--- config.mk ---
export PLATFORM = sky130hd
export DESIGN_NAME = bqcg_coef_cell
export DESIGN_NICKNAME = d
export VERILOG_FILES = /design/src/bqcg_pkg.sv /design/src/bqcg_coef_cell.sv
export SDC_FILE = /design/constraint.sdc
export NUM_CORES = 1
export LEC_CHECK = 0
export BUFFER_PORTS_ARGS = -buffer_cell sky130_fd_sc_hd__buf_2
export CAP_MARGIN = 30
export CORE_AREA = 4 4 252 254
export DETAILED_ROUTE_END_ITERATION = 7
export DIE_AREA = 0 0 256 258
export PLACE_DENSITY = 0.62
export SKIP_LAST_GASP = 1
export SYNTH_ARGS = -nofsm -noshare
export SYNTH_HDL_FRONTEND = slang
export SYNTH_SLANG_ARGS = --single-unit
export TNS_END_PERCENT = 100
--- constraint.sdc ---
create_clock -name clk -period 1.7 [get_ports clk]
set_input_delay 0.085 -clock clk [delete_from_list [all_inputs] [get_ports clk]]
set_output_delay 0.085 -clock clk [all_outputs]
set_load 0.05 [all_outputs]
--- src/bqcg_pkg.sv ---
`default_nettype none

package bqcg_pkg;

    localparam int CORDIC_STEPS   = 24;
    localparam int COEF_FRAC_BITS = 29;

    localparam int FS_W     = 18;
    localparam int FC_W     = 17;
    localparam int Q_W      = 16;
    localparam int PHASE_W  = 32;
    localparam int XY_W     = 34;
    localparam int Z_W      = 33;
    localparam int STEP_W   = 5;
    localparam int ALPHA_SH = 7;
    localparam int ALPHA_W  = 38;
    localparam int A0_W     = 39;
    localparam int CQ_W     = 32;
    localparam int LANES    = 4;
    localparam int V_W      = XY_W + 1;
    localparam int D_W      = V_W + COEF_FRAC_BITS;
    localparam int COEF_W   = 32;
    localparam int RES_W    = CQ_W + 2;
    localparam int SCALE_W  = FC_W + 10;

    localparam logic [FS_W-1:0]    RATE_RESET  = 18'd48000;
    localparam logic [PHASE_W-1:0] CLAMP_PHASE = 32'd1052266987;
    localparam logic [SCALE_W-1:0] FC_SCALE    = 27'd1000;
    localparam logic [SCALE_W-1:0] FS_SCALE    = 27'd245;
    localparam longint ONE_Q30     = 64'sd1 << 30;
    localparam longint CORDIC_GAIN = 64'sd652032874;

    localparam logic [PHASE_W-1:0] CORDIC_ANGLE [32] = '{
        32'h20000000, 32'h12E4051E, 32'h09FB385B, 32'h051111D4,
        32'h028B0D43, 32'h0145D7E1, 32'h00A2F61E, 32'h00517C55,
        32'h0028BE53, 32'h00145F2F, 32'h000A2F98, 32'h000517CC,
        32'h00028BE6, 32'h000145F3, 32'h0000A2FA, 32'h0000517D,
        32'h000028BE, 32'h0000145F, 32'h00000A30, 32'h00000518,
        32'h0000028C, 32'h00000146, 32'h000000A3, 32'h00000051,
        32'h00000029, 32'h00000014, 32'h0000000A, 32'h00000005,
        32'h00000003, 32'h00000001, 32'h00000001, 32'h00000000
    };

    typedef struct packed {
        logic                hp;
        logic                pass;
        logic                clamp;
        logic [FS_W-1:0]     fs;
        logic [Q_W-1:0]      quality;
        logic [FS_W-1:0]     rem;
        logic [PHASE_W-1:0]  quo;
    } phase_item_t;

    typedef struct packed {
        logic                   hp;
        logic                   pass;
        logic [Q_W-1:0]         quality;
        logic signed [XY_W-1:0] x;
        logic signed [XY_W-1:0] y;
        logic signed [Z_W-1:0]  z;
    } cordic_item_t;

    typedef struct packed {
        logic                   hp;
        logic                   pass;
        logic signed [XY_W-1:0] c;
        logic [Q_W-1:0]         quality;
        logic [Q_W-1:0]         rem;
        logic [ALPHA_W-1:0]     acc;
    } alpha_item_t;

    typedef struct packed {
        logic                   hp;
        logic                   pass;
        logic signed [V_W-1:0]  c;
        logic signed [V_W-1:0]  n;
        logic [A0_W-1:0]        a0;
    } norm_item_t;

    typedef struct packed {
        logic                            pass;
        logic [LANES-1:0]                neg;
        logic [A0_W-1:0]                 a0;
        logic [LANES-1:0][A0_W-1:0]      rem;
        logic [LANES-1:0][CQ_W-1:0]      acc;
    } coef_item_t;

    function automatic logic signed [COEF_W-1:0] sat_coef(input logic signed [RES_W-1:0] v);
        logic [RES_W-COEF_W:0] top;
        top = v[RES_W-1:COEF_W-1];
        if (top == '0 || top == '1)
            return v[COEF_W-1:0];
        else if (v[RES_W-1])
            return {1'b1, {(COEF_W-1){1'b0}}};
        else
            return {1'b0, {(COEF_W-1){1'b1}}};
    endfunction

endpackage

`default_nettype wire

--- src/bqcg_coef_cell.sv ---
`default_nettype none

module bqcg_coef_cell (
    input  logic                  clk,
    input  logic                  rst_n,
    input  logic                  adv,
    input  logic                  d_valid,
    input  bqcg_pkg::coef_item_t  d,
    output logic                  q_valid,
    output bqcg_pkg::coef_item_t  q
);

    logic                    q_valid_reg;
    logic                    q_valid_next;
    bqcg_pkg::coef_item_t    q_reg;
    bqcg_pkg::coef_item_t    q_next;
    logic [bqcg_pkg::A0_W:0] trial [bqcg_pkg::LANES];
    logic [bqcg_pkg::LANES-1:0] ge;

    always_comb
    begin
        q_next = d;
        for (int k = 0; k < bqcg_pkg::LANES; k++)
        begin
            trial[k]      = {d.rem[k], d.acc[k][bqcg_pkg::CQ_W-1]};
            ge[k]         = trial[k] >= {1'b0, d.a0};
            q_next.rem[k] = ge[k] ? bqcg_pkg::A0_W'(trial[k] - {1'b0, d.a0})
                                  : trial[k][bqcg_pkg::A0_W-1:0];
            q_next.acc[k] = {d.acc[k][bqcg_pkg::CQ_W-2:0], ge[k]};
        end
        q_valid_next = d_valid;
    end

    always_ff @(posedge clk or negedge rst_n)
    begin
        if (!rst_n)
            q_valid_reg <= 1'b0;
        else if (adv)
            q_valid_reg <= q_valid_next;
    end

    always_ff @(posedge clk)
    begin
        if (adv)
            q_reg <= q_next;
    end

    assign q_valid = q_valid_reg;
    assign q       = q_reg;

endmodule

`default_nettype wire

# --- Yosys cells after proc, flatten, opt, wreduce, memory -nomap -nowiden ---
# Index checks and enable logic that the tools add are counted.
totals:
  ramBits: 0
  mem_count: 0
  input_bits: 332
  regBits: 329
  wordCells: 24
  mem_bits_ro: 0
  latchBits: 0
  output_inout_bits: 329
op_classes:
  n_reduce_logical: 0
  shift: 0
  n_div: 0
  eq_ne: 0
  multipliers: 0
  bitwise_logic: 0
  n_addsub: 4
  order_cmp: 4
  muxes: 4
op_table:
  columns: ["cell", "n"]
  rows:
  - [">= comparator 40 x 39 -> 1 bit", 4]
  - ["two-way mux 39 bit", 4]
  - ["subtractor 39 bit", 4]

# --- Longest topological paths before layout ---
# Gate-level depths: netlist of run 1.
depth:
  ltp_word: 2
  depth_mapped: 15
  ltp_nobuf: 14

# --- Worst setup path before layout of run 1 ---
# No wires, ideal clock.
synth_timing:
  path_kind: "input -> register"
  from: "in d[63] (netlist name)"
  to: "reg q_reg (netlist bit q[193]) (data pin)"
  n_path_buf: 1
  required_time_ns: 1.440
  arrival_ns: 2.667
  slack_ns: -1.227
  setup_ns: 0.260
  cell_stages: 13
  path_cell_list: "inv_1 ha_1 fa_1 nand2b_1 a21oi_1 o21ai_0 a2111oi_1 o211a_1 o21ai_1 o211ai_1 o21a_1 buf_2 mux2_2"
synth_rtl:
  columns: ["element", "line", "rtl"]
  rows:
  - ["start: declaration", "bqcg_coef_cell.sv:8", "input bqcg_pkg::coef_item_t d,"]
  - ["end signal: assignment", "bqcg_coef_cell.sv:45", "q_reg <= q_next;"]
  - ["end: declaration", "bqcg_coef_cell.sv:15", "bqcg_pkg::coef_item_t q_reg;"]

==> qor.txt, run 1 <==
GR Layer Usage met1 = 31.3%
Failing checks = negative setup slack
Critical-path cell list = buf_8 > clkinvlp_4 > buf_12 > ha_4 > buf_4 > and4_1 > a2bb2oi_2 > o211ai_1 > buf_4 > buf_4 > buf_4 > buf_4 > buf_4 > buf_4 > a41o_1 > a21oi_1 > o21ba_2 > xnor2_1 > mux2_4
Global route overflow = 0
Hold_ws = 0.173 ps
DP HPWL = 74200 µm
Busiest grt layer = met2
Area leader, netlist = edfxtp_1
Clock buffer depth = 3
Worst Skew = 0 ps
Fin cells = 4345
Routability cong. = 0.975
Floorplan row count = 91
Post-Syn Area = 20100 µm²
CTS Buf Count = 40
Gate count of the mapped netlist = 1839
I/O Pins = 661
Yosys warnings = 0
CTS root buf = clkbuf_16
Min Tclk post-route = 2690 ps
CP peak stage delay = 260 ps
Detail-routed via count per cell = 5.08
Remaining routing DRC violations = 0
RSZ-0062 raised after global routing = true
Die width = 256 µm
Final Net Count = 3997
Largest register FFs = 328
Largest family of logic cells by synthesized area = compound AO/OA/AOI/OAI gates
Antenna violations before repair = 28
Register-to-Register Setup Slack = 960 ps
Max cap viols = 0
Final hold viol count = 0
Drt first pass iters = 5
Cell mode on critical path = buf_4
Min-Delay Startpoint = d[227]
Die footprint = 66000 µm²
Fin. max-slew vios = 0
Final period util = 158%
Gr usage total = 28.0%
R2R depth = 1
Met2 usage = 52.6%
Share of layout cells above drive strength 1 = 49.3%
Multiplexer share of the synthesized area = 3.05%
CP startpoint kind = input pin
Fmax = 0.372 GHz
Synth Area in Adders = 10.1%
Synth top area cells = edfxtp_1 (49%), ha_1 (9.7%), a21oi_1 (5.4%), xnor2_1 (3.6%), a21o_1 (3.5%)
Synthesized area per cell = 10.9 µm²
P per Cell Area = 910 nW/µm²
R2r endpoint = q_valid
Setup WS post-layout = -988 ps
Initial cell density of the core = 32.8%
Critical R2R Launch = q_valid
Port Buffers = 660
Async set or reset register ratio after synthesis = 0.304%
Clock tree from TritonCTS = done
Clk sinks = 329
WP data arrival = 3000 ps
Worst Setup End Kind = flop
Compound-Gate Fraction of Synth Area = 18.7%
Worst Hold Endpoint = q[228]
Setup TNS = -131660 ps
Synth Net Count = 2331
Skew-Pair Late Insertion Delay = 560 ps
Min-delay worst type = in -> reg
Buf/Inv on CP = 10
Final setup fails = 160
#FFs+latches synth = 329
Post-Place Setup Slack = -1620 ps
Post-synth EDFFs = 328
XOR/XNOR Fraction of Synth Area = 5.80%
Critical path type = in -> reg
Largest delay contributor family on the critical path = buffers and inverters
Leakage = 0.0166 µW
Global-route wire length before repair = 142000 µm
Commonest non-fill, non-tap cells in the layout = buf_2 (648), buf_4 (610), edfxtp_1 (328), dlygate4sd3_1 (325), a21oi_1 (163)
Synth top area share = 49.0%
Core Region = 61300 µm²
Die Ht = 258 µm
Vias in the first global route = 23149
CP Data Required Time = 2010 ps
Pin count of the biggest net entering global routing = 71
Slew Limit Headroom = 67.2%
Simple-gate share of the synthesized area = 10.3%
CTS clk-pin slew, worst paths = 60 ps
Crit path max fanout = 5
Sequential share of the synthesized area = 49.1%
Status = complete, but fails checks
M3 GR Usage = 5.47%
FILL cells = 5067
H-tree levels = 2
Worst Hold Depth = 4
Placed cell count = 3845
VDD IR max = 0.756 mV
Commonest non-fill, non-tap cell in the layout = buf_2
Distinct cells, synth = 78
DR vias = 22054
Synthesis-to-layout area growth = 82.3%
Initial DRC Count = 1470
Routed wire length = 97400 µm
Predominant post-synthesis flop cell = edfxtp_1
Actual slew at the worst max-slew pin = 490 ps
Detail Route Antenna Nets = 0
CP max stage cell = mux2_4
Routed length per instance = 22.4 µm
Yosys cell counts, drive strengths merged (6+ instances only):
cell type and n:
edfxtp 328, a21oi 218, nor2 166, ha 156
nand2 110, o21ai 106, a21o 94, xnor2 83
inv 76, xor2 50, mux2 48, clkbuf 35
nand4 29, o21bai 24, a31oi 23, o21a 23
buf 22, nand2b 20, nor2b 20, a211oi 18
and3 18, nand3 17, nor3 15, o211ai 13
o31ai 12, or2 9, nor4 8, or3 7
a31o 6, and4 6, o31a 6
where the power goes:
part           switching (µW)  internal, µW
Combinational            8280          5680
Clock                    3740          5150
Sequential                353         10200
Total                   12400         21000
how the worst max path moves through the flow:
stage                     depth (start not counted)   start  slack, ps      to
after detailed placement                         16  d[288]      -1620  q[214]
after CTS                                        13  d[300]       -940  q[159]
after global routing                             17  d[295]      -1100  q[144]
after floorplan                                  13  d[290]      -1040  q[142]
final                                            19  d[290]       -990  q[144]
after global placement                           13  d[292]      -1610  q[159]
metrics by stage:
step | utilization (%) | power (µW) | instance area, µm²
floorplan | - | 17900 | 20800
global placement | 48.1 | 22400 | 29500
detailed placement | 48.1 | 22500 | 29500
CTS | 58.9 | 33100 | 36100
global route | 59.8 | 34700 | 36600
finish | 59.8 | 33400 | 36600
per-layer routing:
metal / up-vias / wire, µm
li1: 10312 / -
met1: 10719 / 36800
met2: 805 / 50900
met3: 202 / 5480
met4: 16 / 4160
met5: - / 103
timing repair:
action                                 4_1_cts  5_1_grt
pin swaps                                   74       67
gates resized for setup                    290       76
hold buffers                               324        1
endpoints found under the hold margin      336        1
setup endpoints to repair                  160      160
setup buffers                               59       28
gates cloned                                11        0
tightest hold or removal path, delay by kind of cell:
| family | cells | cell delay, ps |
|---|---|---|
| AOI/OAI and AO/OA | 1 | 100 |
| buffers and inverters | 2 | 210 |
| and+or+nand+nor | 1 | 40 |
final cells by class:
type / count / area (µm²) / share of cell area, %
clock buffer: 46 / 1020 / 2.79
timing repair buffer: 1681 / 12700 / 34.6
sequential: 329 / 9870 / 26.9
antenna: 19 / 47.5 / 0.130
multi-input combinational: 1377 / 11400 / 31.0
inverter: 76 / 358 / 0.977
tap: 790 / 988 / 2.70
clock inverter: 27 / 307 / 0.837
cells by family after synthesis:
group / after synthesis
AND/OR/NAND/NOR: 441
XOR/XNOR: 133
adder cells (fa/ha/maj): 160
multiplexers: 50
flip-flops: 329
buffers and inverters: 133
AO/OA/AOI/OAI: 593
(Power assumes the default switching activity.)
==> inputs of run 2 (changes only) <==
--- a/config.mk
+++ b/config.mk
@@ -5,12 +5,12 @@
 export SDC_FILE = /design/constraint.sdc
 export NUM_CORES = 1
 export LEC_CHECK = 0
+export ABC_AREA = 1
 export BUFFER_PORTS_ARGS = -buffer_cell sky130_fd_sc_hd__buf_2
 export CAP_MARGIN = 30
-export CORE_AREA = 4 4 252 254
+export CORE_MARGIN = 4
+export CORE_UTILIZATION = 35
 export DETAILED_ROUTE_END_ITERATION = 7
-export DIE_AREA = 0 0 256 258
-export PLACE_DENSITY = 0.62
 export SKIP_LAST_GASP = 1
 export SYNTH_ARGS = -nofsm -noshare
 export SYNTH_HDL_FRONTEND = slang
==> run 2 against run 1 <==
- the run still ends with negative setup slack left
- worst hold slack gained 38 ps
- final cell count grew 40%
- non-clock buffer count increased by 12
- die area grew 13%
- synthesized area is 23% higher
- first-iteration DRC count is 45% higher
- critical path depth shrank 1
- via count rose by 33%
- maximum frequency is 53% higher
==> qor.txt, run 2 <==
Area leader, netlist = edfxtp_1
Gate count of the mapped netlist = 3426
RSZ-0062 raised after global routing = true
Drt first pass iters = 5
Setup WS post-layout = -53.4 ps
Clock tree from TritonCTS = done
Max cap viols = 0
Detail Route Antenna Nets = 0
Min-delay worst type = in -> reg
Synth Net Count = 3918
Routed length per instance = 20.6 µm
Slew Limit Headroom = 74.0%
Final setup fails = 70
Global-route wire length before repair = 173000 µm
Global route overflow = 0
Yosys warnings = 0
Sequential share of the synthesized area = 40.0%
P per Cell Area = 807 nW/µm²
Worst Setup End Kind = flop
Skew-Pair Late Insertion Delay = 580 ps
Synthesized area per cell = 7.21 µm²
FILL cells = 6185
Pin count of the biggest net entering global routing = 58
Gr usage total = 31.1%
Post-Syn Area = 24700 µm²
Reg power frac = 30.2%
CTS clk-pin slew, worst paths = 60 ps
Post-synth EDFFs = 328
Clock share of power = 25.3%
Status = complete, but fails checks
CTS root buf = clkbuf_16
Final Net Count = 5613
Synth top area cells = edfxtp_1 (40%), nand2_1 (19%), inv_1 (10%), ha_1 (7.9%), nor2_1 (4.1%)
Setup TNS = -1490 ps
Detail-routed via count per cell = 4.82
Predominant post-synthesis flop cell = edfxtp_1
Fin. max-slew vios = 0
Largest register FFs = 328
Async set or reset register ratio after synthesis = 0.304%
Share of layout cells above drive strength 1 = 39.6%
Synth top area share = 39.9%
Critical path type = in -> reg
Pint = 20900 µW
Most frequent cell after synthesis = nand2_1
DP HPWL = 96200 µm
Commonest non-fill, non-tap cell in the layout = nand2_1
Final hold viol count = 0
Initial cell density of the core = 35.3%
Actual slew at the worst max-slew pin = 389 ps
Die width = 274 µm
Distinct cells, synth = 35
Core Region = 70000 µm²
Combinational share of power = 44.5%
Die Ht = 274 µm
Post-synth top cells = nand2_1 (1253), inv_1 (687), edfxtp_1 (328), nor2_1 (269), nand3_1 (169)
#FFs+latches synth = 329
Hold_ws = 38.6 ps
Min Tclk post-route = 1750 ps
Routability cong. = 0.988
Final period util = 103%
Clock buffer depth = 3
Vias in the first global route = 27997
CP startpoint kind = input pin
Worst Skew = 0 ps
Floorplan row count = 97
Clk sinks = 329
Port Buffers = 660
I/O Pins = 661
Antenna violations before repair = 12
WP data arrival = 2090 ps
DR vias = 29360
Leakage = 0.0219 µW
Failing checks = negative setup slack
Synthesis-to-layout area growth = 73.7%
Crit path max fanout = 5
Remaining routing DRC violations = 0
CTS Buf Count = 39
Die footprint = 74800 µm²
Commonest non-fill, non-tap cells in the layout = nand2_1 (1069), inv_1 (652), buf_2 (650), buf_4 (622), edfxtp_1 (328)
Initial DRC Count = 2126
H-tree levels = 2
CP Data Required Time = 2040 ps
VDD IR max = 0.819 mV
Fmax = 0.570 GHz
Psw = 13700 µW
Routed wire length = 126000 µm
Sw frac = 39.5%
==> run 2: kinds of logic after synthesis <==
kind of cell	Yosys count	synth area share, %
DFF	329	40.0
muxes	1	0.0456
buffers and inverters	732	11.8
AOI/OAI and AO/OA	240	5.11
and+or+nand+nor	1880	31.8
xor gates and xnor gates	84	2.98
adders and majority gates	160	8.23
==> run 2: stage by stage <==
| step | util [%] | power (µW) | instances | instance area [µm²] | setup slack (ps) |
|---|---|---|---|---|---|
| finish | 61.2 | 34600 | 6095 | 42900 | -53.4 |
| detailed placement | 48.7 | 23200 | 5612 | 34100 | -930 |
| CTS | 57.4 | 33200 | 6043 | 40200 | -35.1 |
| floorplan | - | 17900 | 3426 | 24800 | -93.0 |
| global route | 61.2 | 36000 | 6091 | 42900 | -123 |
| global placement | 48.7 | 23200 | 5612 | 34100 | -840 |
==> run 2: critical path: stages <==
cell and delay (ps):
buf_8 80, clkinvlp_4 90, buf_12 150, buf_6 110
buf_6 100, ha_4 260, nand2_2 60, nand2_2 60
inv_2 70, nand2_4 60, a21oi_4 140, nand2_2 80
nand2_2 100, nand4_4 160, buf_12 190, clkbuf_16 160
nand2_2 60, o21ai_1 60
==> run 2: what timing repair did <==
item / CTS / global route
buffers inserted: 39 / 33
pin swaps: 28 / 119
endpoints found under the hold margin: 337 / 0
endpoints found under the setup margin: 160 / 158
gates cloned: 7 / 15
hold buffers: 317 / 0
gates resized for setup: 196 / 482
==> run 2: worst paths after layout <==
path | endpoint | start | slack [ps] | cells past startpoint
worst min register to register | q_valid | q_valid | 510 | 1
min in group asynchronous | q_valid | rst_n | 340 | 3
max in group asynchronous | q_valid | rst_n | 1260 | 3
worst max register to register | q_valid | q_valid | 960 | 1
worst max-delay path | q[147] | d[307] | -50 | 18
worst min-delay path | q[168] | d[167] | 40 | 4
==> run 2: cell type report <==
class                      instances  area [µm²]  area share [%]
inverter                         692        2650            6.18
sequential                       329        9870            23.0
clock buffer                      44        1020            2.37
tap                              940        1180            2.74
antenna                            7        17.5          0.0409
multi-input combinational       2366       14800            34.6
clock inverter                    24         265           0.619
timing repair buffer            1693       13100            30.5
==> run 2: power groups by stage <==
| stage | clock, µW | sequential, µW | combinational [µW] |
|---|---|---|---|
| 2_1_floorplan | 0 | 13800 | 4120 |
| 3_3_place_gp | 0 | 10600 | 12600 |
| 3_5_place_dp | 0 | 10600 | 12600 |
| 4_1_cts | 8850 | 10400 | 13900 |
| 5_1_grt | 9200 | 10500 | 16300 |
| 6_report | 8740 | 10500 | 15400 |
==> run 2: metal layers <==
| layer | global-route usage, % | vias up | wire [µm] |
|---|---|---|---|
| li1 | - | 14211 | - |
| met1 | 38.7 | 13587 | 49500 |
| met2 | 53.9 | 1290 | 59800 |
| met3 | 4.74 | 268 | 9540 |
| met4 | 12.9 | 4 | 6790 |
| met5 | 0 | - | 28 |
